`src/key_matrix_scanner_defines.svh`:
```
// Assertion helpers shared by the scanner RTL.
`ifndef KEY_MATRIX_SCANNER_DEFINES_SVH
`define KEY_MATRIX_SCANNER_DEFINES_SVH

// Same-cycle implication, disabled while reset is asserted.
`define KMS_ASSERT_IMP(lbl, clk, rstn, ante, cons, msg) \
  lbl: assert property (@(posedge clk) disable iff (!(rstn)) (ante) |-> (cons)) \
    else $error(msg);

// Next-cycle implication, disabled while reset is asserted.
`define KMS_ASSERT_NXT(lbl, clk, rstn, ante, cons, msg) \
  lbl: assert property (@(posedge clk) disable iff (!(rstn)) (ante) |=> (cons)) \
    else $error(msg);

`endif

```
`src/kms_pkg.sv`:
```
package kms_pkg;

  localparam int TBL_ROWS = 8;
  localparam int TBL_COLS = 10;
  localparam int ROWS_DEF = 8;
  localparam int COLS_DEF = 10;
  localparam int ROW_W    = $clog2(TBL_ROWS);
  localparam int COL_W    = $clog2(TBL_COLS);
  localparam int CODE_W   = 8;
  localparam int CODES    = 1 << CODE_W;
  localparam int RET_W    = 10;
  localparam int DIP_W    = 4;
  localparam int DIP_BIT  = 9;

  localparam logic [RET_W-1:0]  RETURN_IDLE = 10'h3ff;
  localparam logic [7:0]        STROBE_IDLE = 8'hff;
  localparam logic [CODE_W-1:0] NO_KEY      = 8'h00;
  localparam logic [CODE_W-1:0] KEEP_FIRST  = 8'h10;
  localparam logic [CODE_W-1:0] KEEP_LAST   = 8'h12;

  // Codes 0x10 to 0x12 survive a strobe of zero.
  localparam logic [CODES-1:0] KEEP_MASK = {{(CODES-3){1'b0}}, 3'b111} << KEEP_FIRST;

  typedef enum logic [1:0] {
    CMD_PRESS   = 2'd0,
    CMD_RELEASE = 2'd1,
    CMD_STROBE  = 2'd2
  } kms_cmd_t;

  typedef struct packed {
    logic              wr_en;
    logic              wr_data;
    logic              rd_en;
    logic              clear;
    logic [CODE_W-1:0] addr;
  } kms_store_req_t;

  localparam logic [CODE_W-1:0] CELL_CODE [TBL_ROWS][TBL_COLS] = '{
    '{8'h30, 8'h31, 8'h32, 8'h33, 8'h34, 8'h35, 8'h36, 8'h37, 8'h70, 8'h00},
    '{8'h38, 8'h39, 8'hba, 8'hbb, 8'hbc, 8'hbd, 8'hbe, 8'hbf, 8'h71, 8'h00},
    '{8'hc0, 8'h41, 8'h42, 8'h43, 8'h44, 8'h45, 8'h46, 8'h47, 8'h72, 8'h00},
    '{8'h48, 8'h49, 8'h4a, 8'h4b, 8'h4c, 8'h4d, 8'h4e, 8'h4f, 8'h73, 8'h00},
    '{8'h50, 8'h51, 8'h52, 8'h53, 8'h54, 8'h55, 8'h56, 8'h57, 8'h74, 8'h00},
    '{8'h58, 8'h59, 8'h5a, 8'hdb, 8'hdd, 8'hdc, 8'h27, 8'h25, 8'h22, 8'h10},
    '{8'h0d, 8'h20, 8'h09, 8'h00, 8'h00, 8'h78, 8'h00, 8'h34, 8'h00, 8'h11},
    '{8'h79, 8'h7a, 8'h77, 8'h75, 8'h2e, 8'h76, 8'h00, 8'h00, 8'h00, 8'h21}
  };

  // A code interrupts when it sits in the matrix, the shift-style keys excepted.
  function automatic logic irq_capable(input logic [CODE_W-1:0] code);
    logic hit;
    hit = 1'b0;
    for (int r = 0; r < TBL_ROWS; r++) begin
      for (int c = 0; c < TBL_COLS; c++) begin
        if (CELL_CODE[r][c] != NO_KEY && CELL_CODE[r][c] == code) begin
          hit = 1'b1;
        end
      end
    end
    if (code >= KEEP_FIRST && code <= KEEP_LAST) begin
      hit = 1'b0;
    end
    return hit;
  endfunction

endpackage

```
`src/key_matrix_scanner.sv`:
```
// Channel  Handshake                 Payload
// in       start / busy              in_command, in_key_code, in_strobe_req
// out      out_valid (one cycle)     out_return_word, out_key_irq, out_key_line
// cfg      cfg_valid / cfg_ready     cfg_dip_switches
//
// A key press, key release, unknown command or unchanged strobe is handled in the idle state;
// its result beat appears in the next cycle and busy stays low.
// A strobe write that changes the strobe keeps busy high after the accept through
// the scan: one read of the key store port per matrix cell, then a drain state
// for the last compare. The result beat follows in the next cycle.
// Reset is synchronous and active low; the key store valid bits clear at once.
// The receiver cannot stall: each result beat is shown for exactly one cycle.
`include "key_matrix_scanner_defines.svh"

module key_matrix_scanner #(
  parameter int ROWS = kms_pkg::ROWS_DEF,
  parameter int COLS = kms_pkg::COLS_DEF
) (
  input  logic                       clk,
  input  logic                       rst_n,
  input  logic                       start,
  output logic                       busy,
  input  logic [1:0]                 in_command,
  input  logic [kms_pkg::CODE_W-1:0] in_key_code,
  input  logic [7:0]                 in_strobe_req,
  output logic                       out_valid,
  output logic [kms_pkg::RET_W-1:0]  out_return_word,
  output logic                       out_key_irq,
  output logic                       out_key_line,
  input  logic                       cfg_valid,
  output logic                       cfg_ready,
  input  logic [kms_pkg::DIP_W-1:0]  cfg_dip_switches
);

  typedef enum logic [1:0] {
    ST_IDLE,
    ST_SCAN,
    ST_DRAIN
  } state_t;

  localparam logic [kms_pkg::ROW_W-1:0] ROW_LAST = kms_pkg::ROW_W'(ROWS - 1);
  localparam logic [kms_pkg::COL_W-1:0] COL_LAST = kms_pkg::COL_W'(COLS - 1);
  localparam logic [kms_pkg::ROW_W-1:0] DIP_ROWS = kms_pkg::ROW_W'(kms_pkg::DIP_W);

  state_t                          state_r;
  logic [7:0]                      strobe_r;
  logic [kms_pkg::RET_W-1:0]       return_r;
  logic                            irq_r;
  logic                            line_r;
  logic [kms_pkg::DIP_W-1:0]       dip_r;
  logic                            out_valid_r;
  logic [kms_pkg::ROW_W-1:0]       row_r;
  logic [kms_pkg::COL_W-1:0]       col_r;
  logic                            chk_en_r;
  logic [kms_pkg::COL_W-1:0]       chk_col_r;
  logic                            accept;
  logic                            pressed_q;
  logic [kms_pkg::CODE_W-1:0]      cell_code;
  logic [kms_pkg::RET_W-1:0]       ret_clr;
  kms_pkg::kms_cmd_t               cmd;
  kms_pkg::kms_store_req_t         store_req;

  assign busy      = (state_r != ST_IDLE);
  assign accept    = start && !busy;
  assign cmd       = kms_pkg::kms_cmd_t'(in_command);
  assign cell_code = kms_pkg::CELL_CODE[row_r][col_r];
  assign cfg_ready = 1'b1;

  always_comb begin
    store_req         = '0;
    store_req.addr    = in_key_code;
    store_req.wr_data = (cmd == kms_pkg::CMD_PRESS);
    if (state_r == ST_SCAN) begin
      store_req.rd_en = 1'b1;
      store_req.addr  = cell_code;
    end else if (accept) begin
      store_req.wr_en = (cmd == kms_pkg::CMD_PRESS) || (cmd == kms_pkg::CMD_RELEASE);
      store_req.clear = (cmd == kms_pkg::CMD_STROBE) && (in_strobe_req != strobe_r) &&
                        (in_strobe_req == 8'h00);
    end
  end

  // Return bits pulled low this cycle: the column whose store read is back,
  // and the DIP line at the end of a strobed row whose DIP switch is on.
  always_comb begin
    ret_clr = '0;
    if (chk_en_r && pressed_q) begin
      ret_clr[chk_col_r] = 1'b1;
    end
    if (state_r == ST_SCAN && col_r == COL_LAST && row_r < DIP_ROWS && !strobe_r[row_r] &&
        dip_r[row_r[$clog2(kms_pkg::DIP_W)-1:0]]) begin
      ret_clr[kms_pkg::DIP_BIT] = 1'b1;
    end
  end

  kms_key_store u_store (
    .clk       (clk),
    .rst_n     (rst_n),
    .req       (store_req),
    .pressed_q (pressed_q)
  );

  always_ff @(posedge clk) begin
    if (!rst_n) begin
      state_r     <= ST_IDLE;
      strobe_r    <= kms_pkg::STROBE_IDLE;
      return_r    <= kms_pkg::RETURN_IDLE;
      irq_r       <= 1'b0;
      line_r      <= 1'b1;
      dip_r       <= '0;
      out_valid_r <= 1'b0;
      row_r       <= '0;
      col_r       <= '0;
      chk_en_r    <= 1'b0;
      chk_col_r   <= '0;
    end else begin
      out_valid_r <= 1'b0;
      chk_en_r    <= 1'b0;
      if (cfg_valid && cfg_ready) begin
        dip_r <= cfg_dip_switches;
      end
      // Compare stage: the store read issued last cycle is back.
      if (ret_clr != '0) begin
        return_r <= return_r & ~ret_clr;
      end
      unique case (state_r)
        ST_IDLE: begin
          if (accept) begin
            unique case (cmd)
              kms_pkg::CMD_PRESS: begin
                out_valid_r <= 1'b1;
                if (kms_pkg::irq_capable(in_key_code)) begin
                  irq_r  <= 1'b1;
                  line_r <= 1'b0;
                end
              end
              kms_pkg::CMD_RELEASE: begin
                out_valid_r <= 1'b1;
              end
              kms_pkg::CMD_STROBE: begin
                if (in_strobe_req == strobe_r) begin
                  out_valid_r <= 1'b1;
                end else begin
                  strobe_r <= in_strobe_req;
                  return_r <= kms_pkg::RETURN_IDLE;
                  row_r    <= '0;
                  col_r    <= '0;
                  state_r  <= ST_SCAN;
                  if (in_strobe_req == 8'h00) begin
                    irq_r  <= 1'b0;
                    line_r <= 1'b1;
                  end
                end
              end
              default: begin
                out_valid_r <= 1'b1;
              end
            endcase
          end
        end
        ST_SCAN: begin
          chk_en_r  <= !strobe_r[row_r] && (cell_code != kms_pkg::NO_KEY);
          chk_col_r <= col_r;
          if (col_r == COL_LAST) begin
            col_r <= '0;
            if (row_r == ROW_LAST) begin
              state_r <= ST_DRAIN;
            end else begin
              row_r <= row_r + 1'b1;
            end
          end else begin
            col_r <= col_r + 1'b1;
          end
        end
        ST_DRAIN: begin
          out_valid_r <= 1'b1;
          state_r     <= ST_IDLE;
        end
        default: begin
          state_r <= ST_IDLE;
        end
      endcase
    end
  end

  assign out_valid       = out_valid_r;
  assign out_return_word = return_r;
  assign out_key_irq     = irq_r;
  assign out_key_line    = line_r;

  `KMS_ASSERT_NXT(a_quick_result, clk, rst_n, accept && cmd != kms_pkg::CMD_STROBE, out_valid, "key event gave no result beat")
  `KMS_ASSERT_IMP(a_no_beat_busy, clk, rst_n, state_r != ST_IDLE, !out_valid_r, "result beat during scan")
  `KMS_ASSERT_NXT(a_scan_stable, clk, rst_n, state_r == ST_SCAN, $stable(irq_r) && $stable(strobe_r), "irq or strobe moved during scan")
  `KMS_ASSERT_IMP(a_line_irq, clk, rst_n, 1'b1, out_key_line != out_key_irq, "key line and irq disagree")

endmodule

```
`src/kms_key_store.sv`:
```
module kms_key_store (
  input  logic                   clk,
  input  logic                   rst_n,
  input  kms_pkg::kms_store_req_t req,
  output logic                   pressed_q
);

  logic                      mem [kms_pkg::CODES];
  logic [kms_pkg::CODES-1:0] vld_r;
  logic                      mem_q_r;
  logic                      vld_q_r;

  // An entry whose valid bit is clear reads as released.
  always_ff @(posedge clk) begin
    if (req.wr_en) begin
      mem[req.addr] <= req.wr_data;
    end
    if (req.rd_en) begin
      mem_q_r <= mem[req.addr];
    end
  end

  always_ff @(posedge clk) begin
    if (!rst_n) begin
      vld_r   <= '0;
      vld_q_r <= 1'b0;
    end else begin
      if (req.clear) begin
        vld_r <= vld_r & kms_pkg::KEEP_MASK;
      end else if (req.wr_en) begin
        vld_r[req.addr] <= 1'b1;
      end
      if (req.rd_en) begin
        vld_q_r <= vld_r[req.addr];
      end
    end
  end

  assign pressed_q = mem_q_r & vld_q_r;

endmodule

```
`config.mk`:
```
export PLATFORM = sky130hd
export DESIGN_NAME = key_matrix_scanner
export DESIGN_NICKNAME = d
export VERILOG_FILES = /design/src/kms_pkg.sv /design/src/key_matrix_scanner.sv /design/src/kms_key_store.sv
export VERILOG_INCLUDE_DIRS = /design/src /design/src/src
export SDC_FILE = /design/constraint.sdc
export NUM_CORES = 1
export LEC_CHECK = 0
export BUFFER_PORTS_ARGS = -buffer_cell sky130_fd_sc_hd__buf_2
export CORE_MARGIN = 4
export CORE_UTILIZATION = 28
export CTS_CLUSTER_SIZE = 20
export DETAILED_ROUTE_END_ITERATION = 8
export MAX_ROUTING_LAYER = met4
export PLACE_DENSITY_LB_ADDON = 0.1
export RECOVER_POWER = 25
export SLEW_MARGIN = 25
export SYNTH_ARGS = -nofsm -noshare
export SYNTH_HDL_FRONTEND = slang
export SYNTH_SLANG_ARGS = --single-unit
```
`constraint.sdc`:
```
create_clock -name clk -period 8.61 [get_ports clk]
set_input_delay 0.861 -clock clk [delete_from_list [all_inputs] [get_ports clk]]
set_output_delay 0.861 -clock clk [all_outputs]
set_load 0.005 [all_outputs]
```
After elaboration in Yosys (flattened, before gate mapping). Memories as Yosys holds them, arrays and structs flattened. A register that Yosys moved wholly into a read port is not among the register bits. Cells that the tools add are included.

ROM bits: 640. Memories: 2. Output and inout bits: 15. Register bits after elaboration: 296. Bits in writable memories: 256. Input port bits: 26. Logic and storage cells: 284.

Multiplexer cells: 131. Bitwise logic cells: 9. Equal/unequal tests: 84. Reductions and logical operators: 31. Order comparisons: 11. Add/sub/neg operators: 2.

Memory list: (name not given) (words 8, bits a word 80, read ports 1, clocked after Yosys merged registers in 0, wr ports 0, line key_matrix_scanner.sv:66) `assign cell_code = kms_pkg::CELL_CODE[row_r][col_r];`; u_store.mem (words 256, bits a word 1, read ports 1, clocked after Yosys merged registers in 1, wr ports 1, line kms_key_store.sv:8) `logic mem [kms_pkg::CODES];`.

Operator list (number): $eq A7 B8 Y1 const A (37); $or A256 B256 Y256 (1); $mux W80 (2); $eq A6 B8 Y1 const A (16); $mux W1 (94); $eq A8 B8 Y1 const A (10); $mux W10 (6); $bmux W8 S4 (1); $mux W8 (3); $eq A4 B8 Y1 const A (2); $eq A5 B8 Y1 const A (2); $mux W4 (4); $mux W3 (5); $logic_and A1 B1 Y1 (12); $ne A2 B2 Y1 const B (6); $reduce_and A6 Y1 (2); $and A10 B10 Y10 (1); $mux W2 (5); $not A10 Y10 (1); $reduce_bool A10 Y1 (1); $lt A8 B9 Y1 const B (1); $bmux W1 S8 (1); $demux W1 S8 (1); $eq A8 B8 Y1 (1); other kinds (39) (53).

Longest topological paths before layout.
Word-level depth: 75. Mapped depth: 17.

Modules after synthesis. From an unflattened synthesis, not the netlist that was laid out.

Cells, all modules: 1862. Area total of the unflattened synthesis: 23450.0 µm².

Modules (own cells, without submodules): kms_key_store (area each 20502.2 µm², times used 1, sequential area each 12862.3 µm², cells each 1479); key_matrix_scanner (area each 2947.8 µm², times used 1, sequential area each 780.7 µm², cells each 383).

Worst setup path before layout. No wires, ideal clock.

Path kind: input to register. From: input in_command[0]. To: memory u_store.mem[0], data pin. Path slack: 0.447 ns. Cell stages on the path: 1. Path buffers: 0. Arrival time: 6.765 ns. Data required time: 7.212 ns. Cells stage by stage: nor2_1.

Longest elaborated chain between the ends: 1.

RTL lines: from (decl) (line key_matrix_scanner.sv:23) `input logic [1:0] in_command,`; $logic_not A2 Y1 (line key_matrix_scanner.sv:72) `store_req.wr_data = (cmd == kms_pkg::CMD_PRESS);`; to (decl) (line kms_key_store.sv:8).

Every way passes these cells.

==> results.md <==
- Final Max Slew Viols: 301
- Worst path required time: 8570 ps
- Family with the most delay on the worst path: buffers and inverters
- M2 GR Usage: 29.7%
- Worst-margin pin slew: 4300 ps
- Final Hold Vio Count: 0
- First-pass detailed-route iteration total: 5
- Sequential area share after synthesis: 57.0%
- Violated checks: max-capacitance violations, max-slew violations
- Flop2flop setup slack: 2210 ps
- Max Clk Rate: 0.153 GHz
- Worst R2R Start: state_r[0]$_SDFFE_PN0P_
- Post-synthesis adder-cell area fraction: 0.679%
- WP buf/inv: 3
- Tot Pwr: 6080 uW
- Port bufs: 39
- CP Class: input pin to flip-flop
- Simple-Gate Fraction of Synth Area: 11.4%
- Clock sinks: 553
- Vias per inst: 5.29
- Crit-path slowest cell: clkbuf_1
- Combinational family with the most area after synthesis: compound AO/OA/AOI/OAI gates
- Worst EP arrival: 6520 ps
- CTS root buf: clkbuf_16
- Post-CTS Setup Bufs: 0
- Most common cell after layout, fill and taps aside: dfxtp_1
- Worst Setup EP: u_store.mem[77]$_DFFE_PP_
- Post-Syn Nets: 2,135
- Worst-path clk slew: 60 ps
- Floorplan row count: 106
- Global routing usage on met3: 2.42%
- CP Launch Point: in_command[1]
- Area share of the largest cell type after synthesis: 32.2%
- Vias in the first global route: 17,300
- Crit. End Element: flip-flop
- Largest net degree at the start of global routing: 189
- Leakage: 0.00891 uW
- Post-synth top area cell: edfxtp_1
- Wire per inst: 24.8 um
- Worst skew pair latency: 600 ps
- Nets: 2,113
- Global routing's busiest layer: met2
- Syn avg cell area: 11.4 um2
- Overall routing resource usage: 18.2%
- Detailed Route Iter0 Violations: 1,278
- Post-route ant nets: 0
- Worst hold slack: 455 ps
- Synth Area in XOR/XNOR: 0.476%
- Multiplexer area fraction after synthesis: 8.33%
- Layout cells sized above 1: 12.5%
- HP Class: flip-flop to flip-flop
- Slew margin rel.: -187%
- Asr flop ratio synth: 0%
- Fin crit period: 6560 ps
- N_diodes: 0
- # IOs: 41
- PwrDens: 223 mW/mm2
- Netlist cell types: 77
- Critical path, cell by cell: clkbuf_1, nor2_4, clkbuf_1, clkbuf_1
- Startpoint Class: input pin
- Initial antenna violation count: 2
- DP HPWL: 46,300 um
- Top cells by area, synth: edfxtp_1 (32%), dfxtp_1 (25%), o21a_1 (8.1%)
- Die area: 0.0902 mm2
- Via count: 17,200
- Htree depth: 3
- Worst R2R Path Depth: 13
- Crit path top cell by count: clkbuf_1
- Placer Congestion: 0.771
- Hold Path Stages: 1
- Final Cycle Share: 76.2%
- Cts bufs inserted: 67
- Die width: 300 um
- Number of max-cap violations: 4
- Final core utilization: 32.5%
- Setup violators final: 0
- Area Overhead vs Synth: 14.2%
- Yosys warns: 0
- Max IR drop VDD: 120 uV
- Resized Gates After CTS: 0
- Synth Area in Compound Gates: 18.3%
- Netlist Area Pre-Place: 0.0239 mm2
- Clock Path Buffers: 3
- Met1 usage: 24.7%
- Commonest non-fill, non-tap cells in the layout: dfxtp_1 (296), nor2_1 (292), o21a_1 (257), edfxtp_1 (257), nand2_1 (169)
- Die Y: 300 um
- DRC Markers: 0
- Final instance area: 0.0273 mm2
- Global-route wire length before repair: 120,000 um
- Core area: 0.0842 mm2
- Number of flops mapped to enable cells by yosys: 257
- Clock skew: 23.7 ps
- GRT overflow: 0
- Status: finished, violations left
- Dominant synthesized flop cell: dfxtp_1
- Final wirelength: 80,700 um
- Reg2reg end: u_store.mem_q_r$_DFFE_PP_
- Worst-path maximum fanout: 94
- Starting Density: 28.4%
- RSZ-0062 raised after global routing: false
- Max incr delay on CP: 2990 ps
- Hold_sp: u_store.vld_r[105]$_SDFFE_PP0P_
- Mapped Cells: 2,096
- Post-CTS Hold Fix Bufs: 0
- Post-DP Area: 0.0252 mm2
- #FFs+latches synth: 553
- Post-Route Setup TNS: 0 ps
- Crit. path cell count: 4
- CTS tree: yes
flip-flops by register name, summed over array words and instances (netlist names):
register and flops:
col_r 4, strobe_r 8, chk_en_r 1, u_store.vld_r 256
out_valid 1, row_r 3, out_key_irq 1, state_r 2
out_return_word 10, u_store.vld_q_r 1, chk_col_r 4, out_key_line 1
u_store.mem_q_r 1, dip_r 4, u_store.mem 256
logic make-up (layout without fill, tap and decap cells):
group / count (synthesis) / in the layout
XOR/XNOR: 13 / 13
multiplexers: 115 / 115
other: 1 / 1
buffers and inverters: 195 / 225
AND/OR/NAND/NOR: 624 / 624
AO/OA/AOI/OAI: 582 / 582
flip-flops: 553 / 553
adder cells (fa/ha/maj): 13 / 13
cells in the mapped netlist, drive strengths merged, types with 28 or more instances:
cell type / instances
a211oi: 33
a21oi: 49
a221oi: 41
a22oi: 34
a311oi: 28
and2: 30
and3: 30
buf: 75
clkbuf: 95
dfxtp: 296
edfxtp: 257
mux2i: 45
mux4: 67
nand2: 180
nor2: 297
o21a: 257
o21ai: 28
routing by layer:
metal	up-vias	share of wire, %
met5	-	0
met4	0	1.7
li1	7825	-
met1	8913	46
met3	96	4.4
met2	413	48
where the power goes:
group | total (uW) | switching, uW | internal [uW] | leakage (uW)
clock | 2840 | 1130 | 1710 | 0.00107
combinational | 477 | 339 | 137 | 0.00312
sequential | 2770 | 7.34 | 2760 | 0.00472
stage by stage:
stage | std cells | setup WS [ps]
6_report | 3260 | 2050
5_1_grt | 3260 | 1280
4_1_cts | 3260 | 2780
3_5_place_dp | 3139 | 2780
3_3_place_gp | 3139 | 2870
2_1_floorplan | 2096 | 447
cell type report:
class | instances | area (um2)
fill | 8448 | 56900
sequential | 553 | 13600
multi-input combinational | 1348 | 9490
clock buffer | 101 | 1990
tap | 1134 | 1420
timing repair buffer | 79 | 494
clock inverter | 20 | 208
inverter | 25 | 93.8
worst min-delay path by stage:
| stage | to | slack, ps |
|---|---|---|
| after global routing | u_store.vld_r[254]$_SDFFE_PP0P_ | 470 |
| after detailed placement | u_store.vld_r[163]$_SDFFE_PP0P_ | 450 |
| after CTS | u_store.vld_r[255]$_SDFFE_PP0P_ | 460 |
| after global placement | u_store.vld_r[147]$_SDFFE_PP0P_ | 440 |
| after floorplan | u_store.vld_r[101]$_SDFFE_PP0P_ | 430 |
| final | u_store.vld_r[105]$_SDFFE_PP0P_ | 450 |
(Power assumes the default switching activity.)
